File: config.mk
export PLATFORM = sky130hd
export DESIGN_NAME = rss_queue
export DESIGN_NICKNAME = d
export VERILOG_FILES = /design/src/rtl/core/running_sample_statistics_top_assert.svh /design/src/rtl/core/rss_pkg.sv /design/src/rtl/core/rss_queue.sv
export SDC_FILE = /design/constraint.sdc
export NUM_CORES = 1
export LEC_CHECK = 0
export BUFFER_PORTS_ARGS = -buffer_cell sky130_fd_sc_hd__buf_2
export CAP_MARGIN = 20
export CORE_MARGIN = 5
export CORE_UTILIZATION = 47
export DETAILED_ROUTE_END_ITERATION = 6
export GPL_ROUTABILITY_DRIVEN = 0
export GPL_TIMING_DRIVEN = 0
export PLACE_DENSITY = 0.79
export SYNTH_ARGS = -nofsm -noshare
export SYNTH_HDL_FRONTEND = slang
export SYNTH_SLANG_ARGS = --single-unit
File: constraint.sdc
create_clock -name clock -period 7.8 [get_ports clock]
set_clock_uncertainty 0.2 [all_clocks]
set_input_delay 1.95 -clock clock [delete_from_list [all_inputs] [get_ports clock]]
set_output_delay 1.95 -clock clock [all_outputs]
set_load 0.02 [all_outputs]
File: src/rtl/core/running_sample_statistics_top_assert.svh
// assertion macros for the running sample statistics block
// no dependencies; included by the top level
`ifndef RUNNING_SAMPLE_STATISTICS_TOP_ASSERT_SVH
`define RUNNING_SAMPLE_STATISTICS_TOP_ASSERT_SVH
`ifndef SYNTHESIS
`define RSS_ASSERT_IMPL(label, clk, rst, prop) \
   label: assert property (@(posedge clk) disable iff (rst) prop) else $error("%m failed");
`define RSS_ASSERT_NORST(label, clk, prop) \
   label: assert property (@(posedge clk) prop) else $error("%m failed");
`else
`define RSS_ASSERT_IMPL(label, clk, rst, prop)
`define RSS_ASSERT_NORST(label, clk, prop)
`endif
`endif

File: src/rtl/core/rss_pkg.sv
// shared constants and types for the running sample statistics block
// no dependencies
`timescale 1ns / 1ps
package rss_pkg;
   localparam int MaxCount   = 4096;
   localparam int SampleBits = 16;
   localparam int CntW       = $clog2(MaxCount + 1);
   localparam int SumW       = SampleBits + CntW;
   localparam int SqW        = 2 * SampleBits + CntW;
   localparam int SprW       = SqW + CntW + 1;
   localparam int NumW       = SprW + 16;
   localparam int DenW       = 2 * CntW;
   localparam int RootInW    = 48;
   localparam int RootW      = 24;
   localparam int SqCntW     = $clog2(NumW + 1);
   localparam int RtCntW     = $clog2(RootW + 1);
   localparam int ResultW    = 16 + 16 + 24 + 24 + 24 + 1 + CntW + 1;

   // job handed from the front to the back
   typedef struct packed {
      logic [CntW-1:0]  count;
      logic [SumW-1:0]  sum;
      logic [SqW-1:0]   sum_sq;
      logic [15:0]      min_value;
      logic [15:0]      max_value;
      logic             full;
   } job_type;

   localparam int JobW = $bits(job_type);
endpackage

File: src/rtl/core/rss_queue.sv
// two-entry queue between front and back
// depends on rss_pkg
`timescale 1ns / 1ps
module rss_queue import rss_pkg::*; (
   input  logic    clock,
   input  logic    reset,
   input  logic    in_valid,
   output logic    in_ready,
   input  job_type in_data,
   output logic    out_valid,
   input  logic    out_ready,
   output job_type out_data
);
   job_type    mem_ff [2];
   logic       wp_ff, rp_ff;
   logic [1:0] cnt_ff;
   logic       push, pop;

   assign in_ready  = (cnt_ff != 2'd2);
   assign out_valid = (cnt_ff != 2'd0);
   assign out_data  = mem_ff[rp_ff];
   assign push      = in_valid && in_ready;
   assign pop       = out_valid && out_ready;

   always_ff @(posedge clock) begin
      if (push) mem_ff[wp_ff] <= in_data;
   end

   always_ff @(posedge clock) begin
      if (reset) begin
         wp_ff  <= 1'b0;
         rp_ff  <= 1'b0;
         cnt_ff <= 2'd0;
      end else begin
         if (push) wp_ff <= ~wp_ff;
         if (pop)  rp_ff <= ~rp_ff;
         cnt_ff <= cnt_ff + {1'b0, push} - {1'b0, pop};
      end
   end
endmodule

==> impl_metrics.tcl <==
set metrics [dict create \
    status "completed" \
    maxCapViolations 0 \
    io_buffers 245 \
    fp.dieH_um 148 \
    clockBufferDepth 3 \
    holdCritPathClass "flip-flop to flip-flop" \
    min_period_ns 3.92 \
    crit_path_frequent_cell "buf_6" \
    totalWireLength_um 17200 \
    p_leak_nw 4.24 \
    nNetsFinal 799 \
    design.die.area_mm2 0.0218 \
    yosysTopAreaCellShare_pct 80.8 \
    crit_chain "buf_6 -> buf_6 -> mux2_2 -> buf_2" \
    drive_gt1_share_pct 60.9 \
    dp_cells 880 \
    insertion_delay_ns 0.50 \
    powerDensity_mw_per_mm2 336 \
    cts_resized 0 \
    pin_count 246 \
    clk_pin_slew_ns 0.06 \
    crit_type "flip-flop to output pin" \
    drtAntennaViolNets 0 \
    syn_area_mm2 0.00892 \
    crit_path_end_kind "output pin" \
    drcViolationCount 0 \
    cts_made_buffers 25 \
    fin_cells 924 \
    synth_area_leader_cell "edfxtp_1" \
    multi_input_area_mm2 0.00149 \
    yosys.area_share.adder_pct 0.281 \
    initial_core_util_pct 47.7 \
    rsz0062_at_grt "false" \
    peakVddDrop_mv 0.230 \
    fmax_mhz 255 \
    synth_cells 397 \
    totalNegativeSetupSlack_ns 0 \
    fin_crit_sh_pct 50.3 \
    first_pass_iters 4 \
    cts_root_buf "clkbuf_16" \
    viasPerCell 4.94 \
    antenna_found_initial 1 \
    grt_pass1_wl_um 26600 \
    setup_viol 0 \
    syn2layout_area_growth_pct 26.5 \
    cp_slowest_cell "dfxtp_1" \
    h-tree-depth 1 \
    grt_pass1_vias 5068 \
    yosys.area_share.simple_pct 0.603 \
    nFillCells 1361 \
    holdWs_ns 0.354 \
    syn_nets 523 \
    synth_xor_xnor_area_share_pct 0.295 \
    finalMaxSlewViolations 0 \
    synth_seq_cells 245 \
    hold_viol_final 0 \
    rows 50 \
    synth_compound_area_share_pct 0.0842 \
    ys_seq_area_share_pct 81.9 \
    cp_data_required_time_ns 5.65 \
    post-dp-hpwl_um 12000 \
    cp_max_fo 10 \
    yosysWarnings 0 \
    muxShareOfSynthArea_pct 15.3 \
    grt_max_degree 63 \
    synth_top_family_by_area "multiplexers" \
    postLayoutCoreUtil_pct 60.3 \
    syn_avg_cell_area_um2 22.5 \
    cts_tree "yes" \
    cts.sinks 245 \
    worstMarginPinSlew_ns 0.877 \
    diodes 0 \
    postCtsSetupRepairBufs 0 \
    critPathLaunchType "flip-flop" \
    vias 4562 \
    ctsHoldBuffers 0 \
    ys_top_cells_by_area "edfxtp_1 81%, mux2_2 15%, buf_6 1.4%" \
    crit_path_max_incr_delay_ns 0.35 \
    core_mm2 0.0187 \
    ys_types 16 \
    regArea_mm2 0.00731 \
    drtIter0Drc 147 \
    die_x_um 148 \
    gr-usage-all-layers_pct 15.3 \
    arrival_ns 1.77 \
    overflow 0 \
    post_drt_wl_per_cell_um 18.6 \
    slew_headroom_pct 41.4 \
]
-- layout by cell type, fill, tap and decap left out --
cell type	count
buf_2	247
edfxtp_1	240
mux2_2	121
clkbuf_16	25
buf_6	11
clkbuf_1	8
dfxtp_1	5
clkinv_2	5
nor2_1	4
buf_12	3
nor2b_1	2
xnor2_1	2
ha_1	2
clkinv_1	2
o21a_1	1
nand2b_1	1
nand2_1	1
or2_2	1
inv_1	1
and3_4	1
nor2_4	1
xor2_1	1
clkbuf_8	1
clkinvlp_4	1
bufinv_16	1
clkinv_4	1
buf_16	1
-- layer usage --
layer  routed length (um)  up-vias  part of all wire, %  GRT usage, %
li1                     -     2126                    -             -
met1                 6550     2232                   38          18.4
met2                 8740      171                   51          26.7
met3                 1430       31                  8.3          4.84
met4                  432        2                  2.5          3.91
met5                   13        -                0.076             0
-- cell usage after synthesis --
library cell  instances
nor2_1                5
dfxtp_1               5
xor2_1                1
xnor2_1               2
inv_1                 1
nand2b_1              1
o21a_1                1
edfxtp_1            240
buf_2                 2
nand2_1               1
buf_6                11
or2_2                 1
and3_1                1
nor2b_1               2
mux2_2              121
ha_1                  2
-- path summary, 6_finish.rpt --
check        slack [ns]                 start                      end  cells after the start
max reg2reg        5.35  cnt_ff[0]$_SDFF_PP0_  mem_ff[0][40]$_DFFE_PP_                      5
max                3.88             flip-flop             out_data[35]                      4
min                0.35    rp_ff$_SDFFE_PP0P_                flip-flop                      2
min reg2reg        0.35    rp_ff$_SDFFE_PP0P_                flip-flop                      2
-- worst max-delay path: cells and delay by family (launching register included) --
family | cells | cell delay [ns]
flip-flops | 1 | 0.35
multiplexers | 1 | 0.34
buffers and inverters | 3 | 0.57
-- power breakdown --
| part | internal, mW | switching [mW] |
|---|---|---|
| combinational | 0.417 | 0.602 |
| clock | 0.633 | 0.451 |
| sequential | 1.65 | 0.0407 |
-- flip-flops by register name (all words and copies together) (netlist names), named ones only --
| signal | cells |
|---|---|
| cnt_ff | 2 |
| mem_ff | 240 |
| wp_ff | 1 |
| rp_ff | 1 |
-- cells by family (layout without fill, tap and decap cells) --
group / count (synthesis) / after routing
muxes: 121 / 121
xor gates and xnor gates: 3 / 3
adders and majority gates: 2 / 2
buffers and inverters: 14 / 307
DFF: 245 / 245
AOI/OAI and AO/OA: 1 / 1
and+or+nand+nor: 11 / 11
-- final cells by class --
cell class / instances / share of cell area (%)
clock buffer: 34 / 5.93
inverter: 1 / 0.0333
multi-input combinational: 138 / 13.2
timing repair buffer: 249 / 11.6
sequential: 245 / 64.7
tap: 234 / 2.59
clock inverter: 10 / 0.698
buffer: 13 / 1.19
-- metrics by stage --
stage / instance area [um^2] / power [mW] / setup slack (ns)
2_1_floorplan: 8920 / 2.42 / 1.99
3_3_place_gp: 10400 / 2.73 / 0.586
3_5_place_dp: 10500 / 2.76 / 3.80
4_1_cts: 11300 / 3.85 / 3.81
5_1_grt: 11300 / 3.97 / 3.74
6_report: 11300 / 3.80 / 3.88
(Power assumes the default switching activity.)
