<file path="src/rtl/core/running_sample_statistics_top_assert.svh">
// assertion macros for the running sample statistics block
// no dependencies; included by the top level
`ifndef RUNNING_SAMPLE_STATISTICS_TOP_ASSERT_SVH
`define RUNNING_SAMPLE_STATISTICS_TOP_ASSERT_SVH
`ifndef SYNTHESIS
`define RSS_ASSERT_IMPL(label, clk, rst, prop) \
   label: assert property (@(posedge clk) disable iff (rst) prop) else $error("%m failed");
`define RSS_ASSERT_NORST(label, clk, prop) \
   label: assert property (@(posedge clk) prop) else $error("%m failed");
`else
`define RSS_ASSERT_IMPL(label, clk, rst, prop)
`define RSS_ASSERT_NORST(label, clk, prop)
`endif
`endif

</file>
<file path="src/rtl/core/rss_pkg.sv">
// shared constants and types for the running sample statistics block
// no dependencies
`timescale 1ns / 1ps
package rss_pkg;
   localparam int MaxCount   = 4096;
   localparam int SampleBits = 16;
   localparam int CntW       = $clog2(MaxCount + 1);
   localparam int SumW       = SampleBits + CntW;
   localparam int SqW        = 2 * SampleBits + CntW;
   localparam int SprW       = SqW + CntW + 1;
   localparam int NumW       = SprW + 16;
   localparam int DenW       = 2 * CntW;
   localparam int RootInW    = 48;
   localparam int RootW      = 24;
   localparam int SqCntW     = $clog2(NumW + 1);
   localparam int RtCntW     = $clog2(RootW + 1);
   localparam int ResultW    = 16 + 16 + 24 + 24 + 24 + 1 + CntW + 1;

   // job handed from the front to the back
   typedef struct packed {
      logic [CntW-1:0]  count;
      logic [SumW-1:0]  sum;
      logic [SqW-1:0]   sum_sq;
      logic [15:0]      min_value;
      logic [15:0]      max_value;
      logic             full;
   } job_type;

   localparam int JobW = $bits(job_type);
endpackage

</file>
<file path="src/rtl/core/rss_front.sv">
// front end: accumulates count, sums, minimum and maximum per sample
// depends on rss_pkg
`timescale 1ns / 1ps
module rss_front import rss_pkg::*; (
   input  logic            clock,
   input  logic            reset,
   input  logic            in_valid,
   output logic            in_ready,
   input  logic [15:0]     in_sample,
   output logic            job_valid,
   input  logic            job_ready,
   output job_type         job_data
);
   logic [CntW-1:0] count_ff, count_in;
   logic [SumW-1:0] sum_ff, sum_in;
   logic [SqW-1:0]  sq_ff, sq_in;
   logic [15:0]     min_ff, min_in, max_ff, max_in;
   logic [SampleBits-1:0] s;
   logic [2*SampleBits-1:0] sq_s;
   logic            full;
   logic            fire;

   assign in_ready  = job_ready;
   assign job_valid = in_valid;
   assign fire      = in_valid && job_ready;
   assign s         = in_sample[SampleBits-1:0];
   assign sq_s      = s * s;
   assign full      = (count_ff >= CntW'(MaxCount));

   always_comb begin
      count_in = count_ff;
      sum_in   = sum_ff;
      sq_in    = sq_ff;
      min_in   = min_ff;
      max_in   = max_ff;
      if (!full) begin
         count_in = count_ff + 1'b1;
         sum_in   = sum_ff + SumW'(s);
         sq_in    = sq_ff + SqW'(sq_s);
         if (16'(s) < min_ff) min_in = 16'(s);
         if (16'(s) > max_ff) max_in = 16'(s);
      end
   end

   assign job_data = '{count: count_in, sum: sum_in, sum_sq: sq_in,
                       min_value: min_in, max_value: max_in, full: full};

   always_ff @(posedge clock) begin
      if (reset) begin
         count_ff <= '0;
         sum_ff   <= '0;
         sq_ff    <= '0;
         min_ff   <= 16'(SampleBits == 16 ? 16'hFFFF : (1 << SampleBits) - 1);
         max_ff   <= '0;
      end else if (fire) begin
         count_ff <= count_in;
         sum_ff   <= sum_in;
         sq_ff    <= sq_in;
         min_ff   <= min_in;
         max_ff   <= max_in;
      end
   end
endmodule

</file>
<file path="config.mk">
export PLATFORM = sky130hd
export DESIGN_NAME = rss_front
export DESIGN_NICKNAME = d
export VERILOG_FILES = /design/src/rtl/core/running_sample_statistics_top_assert.svh /design/src/rtl/core/rss_pkg.sv /design/src/rtl/core/rss_front.sv
export SDC_FILE = /design/constraint.sdc
export NUM_CORES = 1
export LEC_CHECK = 0
export BUFFER_PORTS_ARGS = -buffer_cell sky130_fd_sc_hd__buf_2
export CAP_MARGIN = 15
export CORE_MARGIN = 2
export CORE_UTILIZATION = 39
export DETAILED_ROUTE_END_ITERATION = 7
export GPL_TIMING_DRIVEN = 0
export HOLD_SLACK_MARGIN = 0.15
export SLEW_MARGIN = 0
export SYNTH_ARGS = -nofsm -noshare
export SYNTH_HDL_FRONTEND = slang
export SYNTH_SLANG_ARGS = --single-unit
</file>
<file path="constraint.sdc">
create_clock -name clock -period 8.75 [get_ports clock]
set_input_delay 1.75 -clock clock [delete_from_list [all_inputs] [get_ports clock]]
set_output_delay 1.75 -clock clock [all_outputs]
set_load 0.01 [all_outputs]
</file>
==> results by group <==
Global route
  – GR Overflow Total: 0
  – Overall Global Routing Usage: 27.34%
  – Number of global-route vias before repair: 15610
  – First-pass GRT wire length: 90220 um
  – Initial antenna violation count: 0
  – Pin count of the biggest net entering global routing: 17

Yosys
  – Netlist area before placement: 16370 sq um
  – Mapped Cells: 2021
  – Main combinational cell family by area after synthesis: adder cells
  – Share of cell area taken by muxes after synthesis: 3.976%
  – Mean post-synth cell area: 8.098 sq um
  – Share of the synthesized netlist area taken by xor and xnor gates: 5.833%
  – Top cells by area in the synthesized netlist: sky130_fd_sc_hd__fa_1 24%, sky130_fd_sc_hd__dfxtp_1 15%, sky130_fd_sc_hd__ha_1 12%
  – Syn_nets: 2393
  – Portion of synthesized cell area occupied by the leading cell type: 23.85%
  – Async set or reset register ratio after synthesis: 0%
  – Synth Area in Compound Gates: 11.55%
  – Warning count from the yosys run: 0
  – Post-synth top area cell: sky130_fd_sc_hd__fa_1
  – Most used flip-flop cell after synthesis: sky130_fd_sc_hd__dfxtp_1
  – Synthesized-area fraction occupied by adder cells: 35.86%
  – Count of flip-flops with a built-in enable after synthesis: 0
  – Synth Register Bits: 119
  – Sequential share of the synthesized area: 14.56%
  – Number of distinct library cells after synthesis: 67
  – Simple-gate area share of the yosys netlist: 16.51%

Setup path
  – Startpoint of the most critical setup path: in_sample[11]
  – Maximum fanout along the worst path: 8
  – FF-to-FF setup slack: 3.22 ns
  – Depth of the worst register-to-register path: 25
  – Capturing element type of the critical path: output pin
  – Launch point of the worst reg-to-reg path: sq_ff[8]
  – Endpoint of the most critical register-to-register path: sq_ff[13]
  – Start-to-end type of the worst setup path: in -> out
  – Nature of the critical path startpoint: input port
  – Critical path data arrival time: 7.69 ns
  – Worst setup path endpoint: job_data[65]
  – Data required time of the critical path: 7.00 ns

Floorplanning
  – Ports: 142
  – Die W: 208.9 um
  – Std-Cell Core Area: 41670 sq um
  – Initial core utilization: 39.28%
  – Total Die Area: 43620 sq um
  – Die Span Y: 208.9 um
  – Number of rows in the core area: 75

Routing
  – DR pass1 iterations: 6
  – Via-per-instance ratio: 5.258
  – Remaining number of nets flagged by the antenna check after routing: 0
  – Total detailed-routing wirelength: 59130 um
  – Post-route DRC violation count: 0
  – Number of design-rule violations left by the first detailed-router iteration: 1116
  – Total via count after detailed routing: 15270
  – Post-DR wirelength/cell: 20.36 um

STA
  – RSZ-0062 raised after global routing: true
  – Slew HR: 36.09%
  – Tcrit/Tclk final: 107.8%
  – Worst slew pin tran: 0.9587 ns
  – Fmax: 106.0 MHz
  – Final setup vio count: 31
  – Fin worst setup slack: -0.6862 ns
  – Final critical delay including setup and external delays: 9.436 ns
  – Final hold slack: 0.4813 ns
  – Final hold viol count: 0
  – Final sum of negative setup slack: -13.36 ns
  – Slew Viols, Final: 0
  – Maximum clock skew at final layout: 0.01438 ns

Clocking
  – Later-pin clock latency in the skew report: 0.44 ns
  – Root buf cell: sky130_fd_sc_hd__clkbuf_16
  – TritonCTS Sinks: 119
  – Reg clk slew, reported paths: 0.07 ns
  – H-tree lvl count: 4
  – TritonCTS clock tree: built
  – Number of clock buffers inserted by TritonCTS: 17
  – Maximum clock path buffer count: 2

Placement
  – Inst Count DP: 2701
  – Number of buffer cells added on primary ports: 141
  – Post-placement cell area: 18370 sq um
  – Placer congestion estimate: 0.9415
  – Post-detail-place hpwl: 43420 um

Cells and area
  – Fraction of layout instances using a drive strength above 1: 28.37%
  – Number of antenna diodes: 0
  – Post-route insts no fill: 2904
  – Final non-filler cell area: 22000 sq um
  – Syn-to-layout area delta: 34.44%
  – Number of nets at the end of the flow: 2724

Run status
  – Violated checks: negative setup slack
  – Outcome: finished with violations

Hold path
  – Class of the tightest hold or removal check: reg -> reg

Run
  – Maximum capacitance violations: 0
## critical path, cell delays in order
cell and delay, ns:
sky130_fd_sc_hd__buf_12 0.08, sky130_fd_sc_hd__clkbuf_16 0.13, sky130_fd_sc_hd__clkbuf_16 0.16, sky130_fd_sc_hd__buf_4 0.11, sky130_fd_sc_hd__nand2_2 0.07, sky130_fd_sc_hd__fa_1 0.58, sky130_fd_sc_hd__fa_2 0.44, sky130_fd_sc_hd__fa_1 0.52
sky130_fd_sc_hd__inv_2 0.04, sky130_fd_sc_hd__fa_1 0.51, sky130_fd_sc_hd__fa_1 0.52, sky130_fd_sc_hd__inv_2 0.05, sky130_fd_sc_hd__fa_1 0.55, sky130_fd_sc_hd__inv_2 0.05, sky130_fd_sc_hd__ha_4 0.26, sky130_fd_sc_hd__and2_4 0.15
sky130_fd_sc_hd__and3_4 0.19, sky130_fd_sc_hd__o2111ai_4 0.08, sky130_fd_sc_hd__o211ai_1 0.13, sky130_fd_sc_hd__buf_4 0.18, sky130_fd_sc_hd__buf_4 0.13, sky130_fd_sc_hd__o211ai_1 0.30, sky130_fd_sc_hd__nand3b_1 0.15, sky130_fd_sc_hd__nor3b_2 0.18
sky130_fd_sc_hd__a21o_1 0.20, sky130_fd_sc_hd__buf_2 0.14
## registers in the layout (all words and copies together) (netlist names)
signal	count
sq_ff	45
sum_ff	29
max_ff	16
min_ff	16
count_ff	13
## worst min-delay path by stage
stage / startpoint / endpoint / slack, ns / cells after the start
after floorplan: sq_ff[4] / sq_ff[4] / 0.44 / 2
after global placement: sq_ff[4] / sq_ff[4] / 0.45 / 2
after detailed placement: sq_ff[4] / sq_ff[4] / 0.46 / 2
after CTS: sq_ff[4] / sq_ff[4] / 0.47 / 2
after global routing: sq_ff[4] / sq_ff[4] / 0.50 / 2
final: sq_ff[4] / sq_ff[4] / 0.48 / 2
## cells in the final DEF, fill, tap and decap left out, drive strengths merged, types with 6 or more instances in the layout
cell type  instances
clkbuf           101
nand3             26
xnor2             53
buf              333
a21oi             79
xor2              56
nand2            214
nor3              21
or4                7
mux2              20
ha               157
nor4               6
o21a              10
o21ai             97
fa               195
o31ai             15
nand2b            11
nand4             24
inv              400
a21o              37
a211oi            12
or3               11
nor2b             23
dfxtp            119
and3              14
and2              44
nor2             153
a31oi              7
mux2i             41
o211ai             9
nand3b             8
## layout make-up
class,instances,area [sq um]
clock buffers,19,452.9
repair buffers,319,2469
plain buffers,96,912.1
flip-flops and latches,119,2382
clock inverters,13,112.6
inverters,397,1525
fillers,3858,19660
multi-input cells,1402,13470
well taps,539,674.4
## logic make-up after synthesis
group,Yosys count
and+or+nand+nor,579
muxes,61
buffers and inverters,501
AOI/OAI and AO/OA,300
adders and majority gates,352
xor gates and xnor gates,109
DFF,119
## per-stage QoR
stage	utilization (%)	worst slack, ns
2_1_floorplan	-	-0.04666
3_3_place_gp	44.09	-1.723
3_5_place_dp	44.09	-1.743
4_1_cts	51.68	-0.6815
5_1_grt	52.81	-0.8546
6_report	52.81	-0.6862
## per-layer routing
metal	GRT usage [%]	wire length (um)
met3	6.522	4884
met5	0	0
met1	35.17	24570
met2	44.87	27330
met4	9.754	2344
## repair_timing
item / 4_1_cts / 5_1_grt
buffers inserted: 148 / 32
hold buffers: 0 / 0
gates resized for setup: 316 / 88
pin swaps: 128 / 80
gates cloned: 4 / 0
endpoints found under the setup margin: 37 / 35
## synth_stat cells, types with 14 or more instances
| cell type | n |
|---|---|
| sky130_fd_sc_hd__a21o_1 | 36 |
| sky130_fd_sc_hd__a21oi_1 | 77 |
| sky130_fd_sc_hd__and2_1 | 42 |
| sky130_fd_sc_hd__and3_1 | 14 |
| sky130_fd_sc_hd__clkbuf_1 | 86 |
| sky130_fd_sc_hd__dfxtp_1 | 119 |
| sky130_fd_sc_hd__fa_1 | 195 |
| sky130_fd_sc_hd__ha_1 | 157 |
| sky130_fd_sc_hd__inv_1 | 397 |
| sky130_fd_sc_hd__mux2_2 | 16 |
| sky130_fd_sc_hd__mux2i_1 | 41 |
| sky130_fd_sc_hd__nand2_1 | 214 |
| sky130_fd_sc_hd__nand3_1 | 26 |
| sky130_fd_sc_hd__nand4_1 | 24 |
| sky130_fd_sc_hd__nor2_1 | 152 |
| sky130_fd_sc_hd__nor2b_1 | 23 |
| sky130_fd_sc_hd__nor3_1 | 21 |
| sky130_fd_sc_hd__o21ai_0 | 94 |
| sky130_fd_sc_hd__o31ai_1 | 15 |
| sky130_fd_sc_hd__xnor2_1 | 53 |
| sky130_fd_sc_hd__xor2_1 | 56 |
Power is not shown: default switching activity piles up to over one toggle a cycle in this logic, so the estimate is an artifact.
