## config.mk

```make
export PLATFORM = sky130hd
export DESIGN_NAME = rss_back
export DESIGN_NICKNAME = d
export VERILOG_FILES = /design/src/rtl/core/running_sample_statistics_top_assert.svh /design/src/rtl/core/rss_pkg.sv /design/src/rtl/core/rss_back.sv
export SDC_FILE = /design/constraint.sdc
export NUM_CORES = 2
export LEC_CHECK = 0
export BUFFER_PORTS_ARGS = -buffer_cell sky130_fd_sc_hd__buf_2
export CORE_AREA = 4 4 582 440
export CTS_CLUSTER_SIZE = 10
export DETAILED_ROUTE_END_ITERATION = 6
export DIE_AREA = 0 0 586 444
export PLACE_DENSITY = 0.61
export SLEW_MARGIN = 20
export SYNTH_ARGS = -nofsm -noshare
export SYNTH_HDL_FRONTEND = slang
export SYNTH_SLANG_ARGS = --single-unit
```

## constraint.sdc

```tcl
create_clock -name clock -period 17.5 [get_ports clock]
set_clock_uncertainty 0.05 [all_clocks]
set_input_delay 0 -clock clock [delete_from_list [all_inputs] [get_ports clock]]
set_output_delay 0 -clock clock [all_outputs]
set_load 0.01 [all_outputs]
```

## src/rtl/core/running_sample_statistics_top_assert.svh

```systemverilog
// assertion macros for the running sample statistics block
// no dependencies; included by the top level
`ifndef RUNNING_SAMPLE_STATISTICS_TOP_ASSERT_SVH
`define RUNNING_SAMPLE_STATISTICS_TOP_ASSERT_SVH
`ifndef SYNTHESIS
`define RSS_ASSERT_IMPL(label, clk, rst, prop) \
   label: assert property (@(posedge clk) disable iff (rst) prop) else $error("%m failed");
`define RSS_ASSERT_NORST(label, clk, prop) \
   label: assert property (@(posedge clk) prop) else $error("%m failed");
`else
`define RSS_ASSERT_IMPL(label, clk, rst, prop)
`define RSS_ASSERT_NORST(label, clk, prop)
`endif
`endif

```

## src/rtl/core/rss_pkg.sv

```systemverilog
// shared constants and types for the running sample statistics block
// no dependencies
`timescale 1ns / 1ps
package rss_pkg;
   localparam int MaxCount   = 4096;
   localparam int SampleBits = 16;
   localparam int CntW       = $clog2(MaxCount + 1);
   localparam int SumW       = SampleBits + CntW;
   localparam int SqW        = 2 * SampleBits + CntW;
   localparam int SprW       = SqW + CntW + 1;
   localparam int NumW       = SprW + 16;
   localparam int DenW       = 2 * CntW;
   localparam int RootInW    = 48;
   localparam int RootW      = 24;
   localparam int SqCntW     = $clog2(NumW + 1);
   localparam int RtCntW     = $clog2(RootW + 1);
   localparam int ResultW    = 16 + 16 + 24 + 24 + 24 + 1 + CntW + 1;

   // job handed from the front to the back
   typedef struct packed {
      logic [CntW-1:0]  count;
      logic [SumW-1:0]  sum;
      logic [SqW-1:0]   sum_sq;
      logic [15:0]      min_value;
      logic [15:0]      max_value;
      logic             full;
   } job_type;

   localparam int JobW = $bits(job_type);
endpackage

```

## src/rtl/core/rss_back.sv

```systemverilog
// back end: spread, serial divisions and square roots, result register
// depends on rss_pkg
`timescale 1ns / 1ps
module rss_back import rss_pkg::*; (
   input  logic               clock,
   input  logic               reset,
   input  logic               job_valid,
   output logic               job_ready,
   input  job_type            job_data,
   output logic               rsp_valid_o,
   input  logic               rsp_ready_i,
   output logic [ResultW-1:0] rsp_data_o
);
   typedef enum logic [7:0] {
      S_IDLE = 8'b00000001, S_MUL  = 8'b00000010, S_MUL2 = 8'b00000100,
      S_DIV  = 8'b00001000, S_ROOT = 8'b00010000, S_NEXT = 8'b00100000,
      S_DONE = 8'b01000000, S_OUT  = 8'b10000000
   } state_type;

   state_type       state_ff, state_in;
   job_type         job_ff;
   logic [SprW-1:0] a_ff, b_ff;
   logic [SprW-1:0] spread_ff;
   logic [1:0]      phase_ff;
   logic [NumW-1:0] num_ff;
   logic [DenW-1:0] den_ff;
   logic [DenW:0]   rem_ff;
   logic [SqCntW-1:0] dcnt_ff;
   logic [RootInW-1:0] rx_ff;
   logic [RootInW-1:0] rres_ff;
   logic [RtCntW-1:0]  rcnt_ff;
   logic            ovf_ff;
   logic [23:0]     mean_ff, pdev_ff, sdev_ff;
   logic            out_valid_ff;
   logic [ResultW-1:0] out_ff;

   logic [DenW:0]   rem_sh;
   logic [RootInW-1:0] rbit, rtry;
   logic           more;

   assign job_ready   = (state_ff == S_IDLE);
   assign rsp_valid_o = out_valid_ff;
   assign rsp_data_o  = out_ff;
   assign rem_sh      = {rem_ff[DenW-1:0], num_ff[NumW-1]};
   assign rbit        = RootInW'(1) << {rcnt_ff, 1'b0};
   assign rtry        = rres_ff + rbit;
   assign more        = (job_ff.count > CntW'(1));

   always_comb begin
      state_in = state_ff;
      case (state_ff)
         S_IDLE: if (job_valid) state_in = S_MUL;
         S_MUL:  state_in = S_MUL2;
         S_MUL2: state_in = S_DIV;
         S_DIV:  if (dcnt_ff == '0) state_in = S_ROOT;
         S_ROOT: if (rcnt_ff == '0) state_in = S_NEXT;
         S_NEXT: state_in = (phase_ff == 2'd1 || (phase_ff == 2'd2 && more)) ? S_DIV : S_DONE;
         S_DONE: if (!out_valid_ff) state_in = S_OUT;
         S_OUT:  state_in = S_IDLE;
         default: state_in = S_IDLE;
      endcase
   end

   always_ff @(posedge clock) begin
      case (state_ff)
         S_IDLE: begin
            job_ff   <= job_data;
            a_ff     <= SprW'(job_data.count) * SprW'(job_data.sum_sq);
            b_ff     <= SprW'(job_data.sum) * SprW'(job_data.sum);
            phase_ff <= 2'd0;
         end
         S_MUL: begin
            spread_ff <= a_ff - b_ff;
            // mean via the same divider
            num_ff  <= NumW'({job_ff.sum, 8'd0});
            den_ff  <= DenW'(job_ff.count);
            rem_ff  <= '0;
            dcnt_ff <= SqCntW'(NumW);
            phase_ff <= 2'd1;
         end
         S_MUL2: ;
         S_DIV: begin
            if (dcnt_ff != '0) begin
               if (rem_sh >= {1'b0, den_ff}) begin
                  rem_ff <= rem_sh - {1'b0, den_ff};
                  num_ff <= {num_ff[NumW-2:0], 1'b1};
               end else begin
                  rem_ff <= rem_sh;
                  num_ff <= {num_ff[NumW-2:0], 1'b0};
               end
               dcnt_ff <= dcnt_ff - 1'b1;
            end else begin
               ovf_ff  <= (num_ff >> RootInW) != '0;
               rx_ff   <= num_ff[RootInW-1:0];
               rres_ff <= '0;
               rcnt_ff <= RtCntW'(RootW - 1);
               if (phase_ff == 2'd1) begin
                  mean_ff <= ((num_ff >> 24) != '0) ? 24'hFFFFFF : num_ff[23:0];
               end
            end
         end
         S_ROOT: begin
            if (phase_ff == 2'd1) begin
               rcnt_ff <= '0;
            end else begin
               if (rx_ff >= rtry) begin
                  rx_ff   <= rx_ff - rtry;
                  rres_ff <= (rres_ff >> 1) + rbit;
               end else begin
                  rres_ff <= rres_ff >> 1;
               end
               if (rcnt_ff != '0) rcnt_ff <= rcnt_ff - 1'b1;
            end
         end
         S_NEXT: begin
            if (phase_ff == 2'd2) begin
               pdev_ff <= ovf_ff ? 24'hFFFFFF : rres_ff[23:0];
            end else if (phase_ff == 2'd3) begin
               sdev_ff <= ovf_ff ? 24'hFFFFFF : rres_ff[23:0];
            end else if (phase_ff == 2'd1) begin
               sdev_ff <= '0;
            end
            num_ff  <= NumW'({spread_ff, 16'd0});
            rem_ff  <= '0;
            dcnt_ff <= SqCntW'(NumW);
            if (phase_ff == 2'd1)
               den_ff <= DenW'(job_ff.count) * DenW'(job_ff.count);
            else
               den_ff <= DenW'(job_ff.count) * DenW'(job_ff.count - 1'b1);
            phase_ff <= phase_ff + 2'd1;
         end
         default: ;
      endcase
   end

   always_ff @(posedge clock) begin
      if (reset) begin
         state_ff     <= S_IDLE;
         out_valid_ff <= 1'b0;
      end else begin
         state_ff <= state_in;
         if (state_ff == S_OUT) out_valid_ff <= 1'b1;
         else if (rsp_valid_o && rsp_ready_i) out_valid_ff <= 1'b0;
      end
   end

   always_ff @(posedge clock) begin
      if (state_ff == S_OUT)
         out_ff <= {job_ff.min_value, job_ff.max_value, mean_ff, pdev_ff,
                    more ? sdev_ff : 24'd0, more, 13'(job_ff.count),
                    job_ff.full};
   end
endmodule

```

==> results by stage <==
Worst setup path:
- The critical path class is in2reg.
- For this design, the slowest cell found on the critical path is sky130_fd_sc_hd__buf_2.
- Broken down by cell family, the worst path's largest delay share belongs to adder cells.
- The critical path startpoint category is an input pin.
- The data arrival time of the critical path is approximately 9 ns.
- The total number of cells along the worst setup path is 25.
- The critical path contains buffers and inverters numbering 5 combined.
- STA puts the critical path data required time at between 15 and 20 ns.
- The logic depth of the worst register-to-register path is 27.
- The delay of the slowest cell on the worst path is between 0.6 and 0.7 ns.
- The endpoint type of the worst setup path is a register.
- Among the stages of the critical path, the cell type that occurs most often is sky130_fd_sc_hd__fa_1.
- In this run the worst path has a maximum fanout of 27.

Routing:
- The average detailed-routed wire length per instance is 18.9 um.
- The total via count after detailed routing is 62200.
- For this block, the initial DRC count from the detailed router was around 4400.
- The total length of routed wires is 233000 um.
- The count of nets left with antenna violations after detail routing is 0.
- In the routed layout, each cell is associated on average with a via count of between 5 and 6.
- The length of the first detailed-routing pass in iterations is 6.
- For this run, design rule violations remaining after detail routing come to 0.

STA:
- The portion of the clock cycle consumed by the worst path in the final layout is 0.493.
- The tightest slew margin relative to the limit is 0.245.
- Setup repair after global routing left no endpoint under its margin.
- The final number of hold-violating endpoints came to 0.
- Setup violations remaining at the end of the flow were counted as 0.
- The number of max-slew violations in the final report was 0.
- Counting I/O delays and the setup requirement, the final critical path takes 8.63 ns.
- Adding up every negative setup slack in the final design gives 0 ns.
- The transition time at the pin with the least slew margin is around 1.1 ns.
- Derived from the worst setup path, the maximum achievable clock frequency is 116 MHz.

Place:
- Summed over all nets, the half-perimeter wirelength after detailed placement is ~180000 um.
- The placer congestion estimate is between 0.8 and 0.9.
- Port buffering added around 240 buffers.

Global routing:
- Entering global routing, the biggest net connects just over 100 pins.
- The global-route wire length before repair is between 300000 and 400000 um.
- The aggregate global-route resource usage is 0.180.
- The initial antenna violation count is 26.
- The via count of the first global-routing pass is 66800.
- After global routing the overflow that remains totals 0.

Logic synthesis:
- The post-synthesis instance area is slightly below 90000 sq um.
- The synthesized netlist net count is between 10000 and 15000.
- Among all flip-flop cells after synthesis, the most frequent one is sky130_fd_sc_hd__edfxtp_1.
- Counting flops with an async set or reset pin after synthesis yields a share of 0.
- Counting flops and latches in the post-synthesis netlist gives between 600 and 700.
- Yosys mapped a number of flops with a built-in enable equal to just under 700.
- After technology mapping, the gate count stands at slightly below 9000.
- During synthesis, Yosys emitted a total of 0 warnings.
- The sequential element share of the synthesized area is 0.235.
- Synthesis instantiated a little under 90 different standard cells from the library.
- In this run the mean area of a mapped cell was around 10 sq um.

Final layout:
- The footprint of the flip-flops and latches is roughly 21000 sq um.
- The layout has 24600 filler cells.
- The share of post-route cells with drive strength above 1 is 0.0578.
- The library cell used most frequently in the layout, excluding fill and tap cells, is sky130_fd_sc_hd__inv_1.
- The library cells used most frequently in the layout, excluding fill and tap cells, are 1653 x sky130_fd_sc_hd__inv_1, 1353 x sky130_fd_sc_hd__fa_1, 992 x sky130_fd_sc_hd__nand2_1.
- The number of nets at the end of the flow is 11100.
- The multi-input combinational cells in the finished layout cover a total of a little under 60000 sq um.
- The area growth from synthesis to layout is 9.72%.

Clocking:
- The H-tree was split into 3 levels.
- Post-CTS repair changed the size of 0 cells.
- The clock tree from TritonCTS is built.
- The post-CTS clock slew at the launch and capture registers of the worst setup and hold paths is approximately 0.06 ns.
- The clock reaches the later pin of the worst-skew pair after approximately 0.71 ns.
- Clock tree synthesis found a total of between 600 and 700 sinks.
- The cell at the root of the clock tree is sky130_fd_sc_hd__clkbuf_16.
- The number of hold buffers added after cts is roughly 110.
- The number of buffers created by CTS is just under 90.
- The clock tree buffer depth is 3.
- The count of buffers added by post-CTS timing repair for setup is 0.

Die:
- For this configuration, the core starts out at a cell density of 0.349.
- approximately 250 I/O pins were placed.
- The die area is around 260000 sq um.
- In this run the standard cell core region covers 250000 sq um.
- The die is around 600 um wide.
- The number of rows in the core area is 159.
- From bottom edge to top edge, the die measures about 440 um.

Hold path:
- The class of the worst hold path is in2reg.
- Along the worst hold path, the cell count comes to 4.

Outcome:
- The run finished with clean final reports.

Flow run:
- Max-cap violations in this run came to 0.
-- state kept, by name, indices dropped and copies added, names as in the netlist --
register,cells
spread_ff,59
rem_ff,26
ovf_ff,1
pdev_ff,24
a_ff,58
sdev_ff,24
dcnt_ff,7
rres_ff,48
job_ff,75
state_ff,8
phase_ff,2
num_ff,75
rcnt_ff,5
rsp_valid_o,1
den_ff,26
mean_ff,24
rsp_data_o,119
rx_ff,48
b_ff,56
-- metrics by stage --
step                      worst slack [ns]  utilization  std cells  hold WS, ns  cell area [sq um]
after global routing                  8.44        0.383      12300       0.0952              95700
after CTS                             8.96        0.383      12300       0.0113              95700
after floorplan                       7.16            -       8791       0.0191              87300
after global placement                8.89        0.367      12000        0.128              91800
final                                 8.87        0.383      12300        0.120              95700
after detailed placement              8.74        0.367      12000        0.128              91800
-- cell usage after synthesis (147+ instances only) --
library cell | number | area [sq um]
sky130_fd_sc_hd__fa_1 | 1353 | 27100
sky130_fd_sc_hd__inv_1 | 1656 | 6220
sky130_fd_sc_hd__ha_1 | 722 | 9030
sky130_fd_sc_hd__a21o_1 | 147 | 1100
sky130_fd_sc_hd__xnor2_1 | 220 | 1930
sky130_fd_sc_hd__a21oi_1 | 286 | 1430
sky130_fd_sc_hd__and2_1 | 442 | 2770
sky130_fd_sc_hd__xor2_1 | 152 | 1330
sky130_fd_sc_hd__clkbuf_1 | 336 | 1260
sky130_fd_sc_hd__nand2_1 | 992 | 3720
sky130_fd_sc_hd__o21ai_0 | 236 | 1180
sky130_fd_sc_hd__edfxtp_1 | 677 | 20300
sky130_fd_sc_hd__nor2_1 | 381 | 1430
-- worst paths after layout --
kind                startpoint             end  slack (ns)
setup / recovery  job_data[90]        b_ff[57]        8.87
hold / removal           reset     state_ff[0]        0.12
setup reg to reg   job_ff[108]      den_ff[24]        9.01
hold reg to reg    pdev_ff[12]  rsp_data_o[51]        0.36
-- layer usage --
metal | routed length [um] | up-vias | share of wire | track usage
met5 | 87 | - | 0.00037 | 0
met4 | 5230 | 14 | 0.022 | 0.0407
met3 | 13000 | 335 | 0.056 | 0.0245
met2 | 110000 | 1798 | 0.47 | 0.299
met1 | 104000 | 31600 | 0.45 | 0.250
li1 | - | 28500 | - | -
-- layout make-up --
class / instances / share of cell area
Antenna cell: 12 / 0.000314
Clock inverter: 32 / 0.00440
Tap cell: 3300 / 0.0431
Timing Repair Buffer: 417 / 0.0295
Clock buffer: 113 / 0.0244
Sequential cell: 686 / 0.214
Multi-Input combinational cell: 6091 / 0.619
Inverter: 1660 / 0.0652
-- tightest hold or removal path: cells and delay by family --
| kind | cells | cell delay, ns |
|---|---|---|
| buf+inv | 2 | 0.70 |
| simple gates | 2 | 0.13 |
-- cells by family (layout without fill, tap and decap cells) --
logic type      after synthesis  count (layout)  synth area share
mux                          38              38           0.00443
simple gates               2445            2445             0.135
fa+ha+maj                  2075            2075             0.414
compound gates             1161            1161            0.0874
xor+xnor                    372             372            0.0373
flops                       686             686             0.235
buf+inv                    2014            2222            0.0868
other cells                   0              12                 0
Power is left out: the tool's default activity adds up to more than one toggle a clock period on the data nets, which glitch-free logic cannot reach.
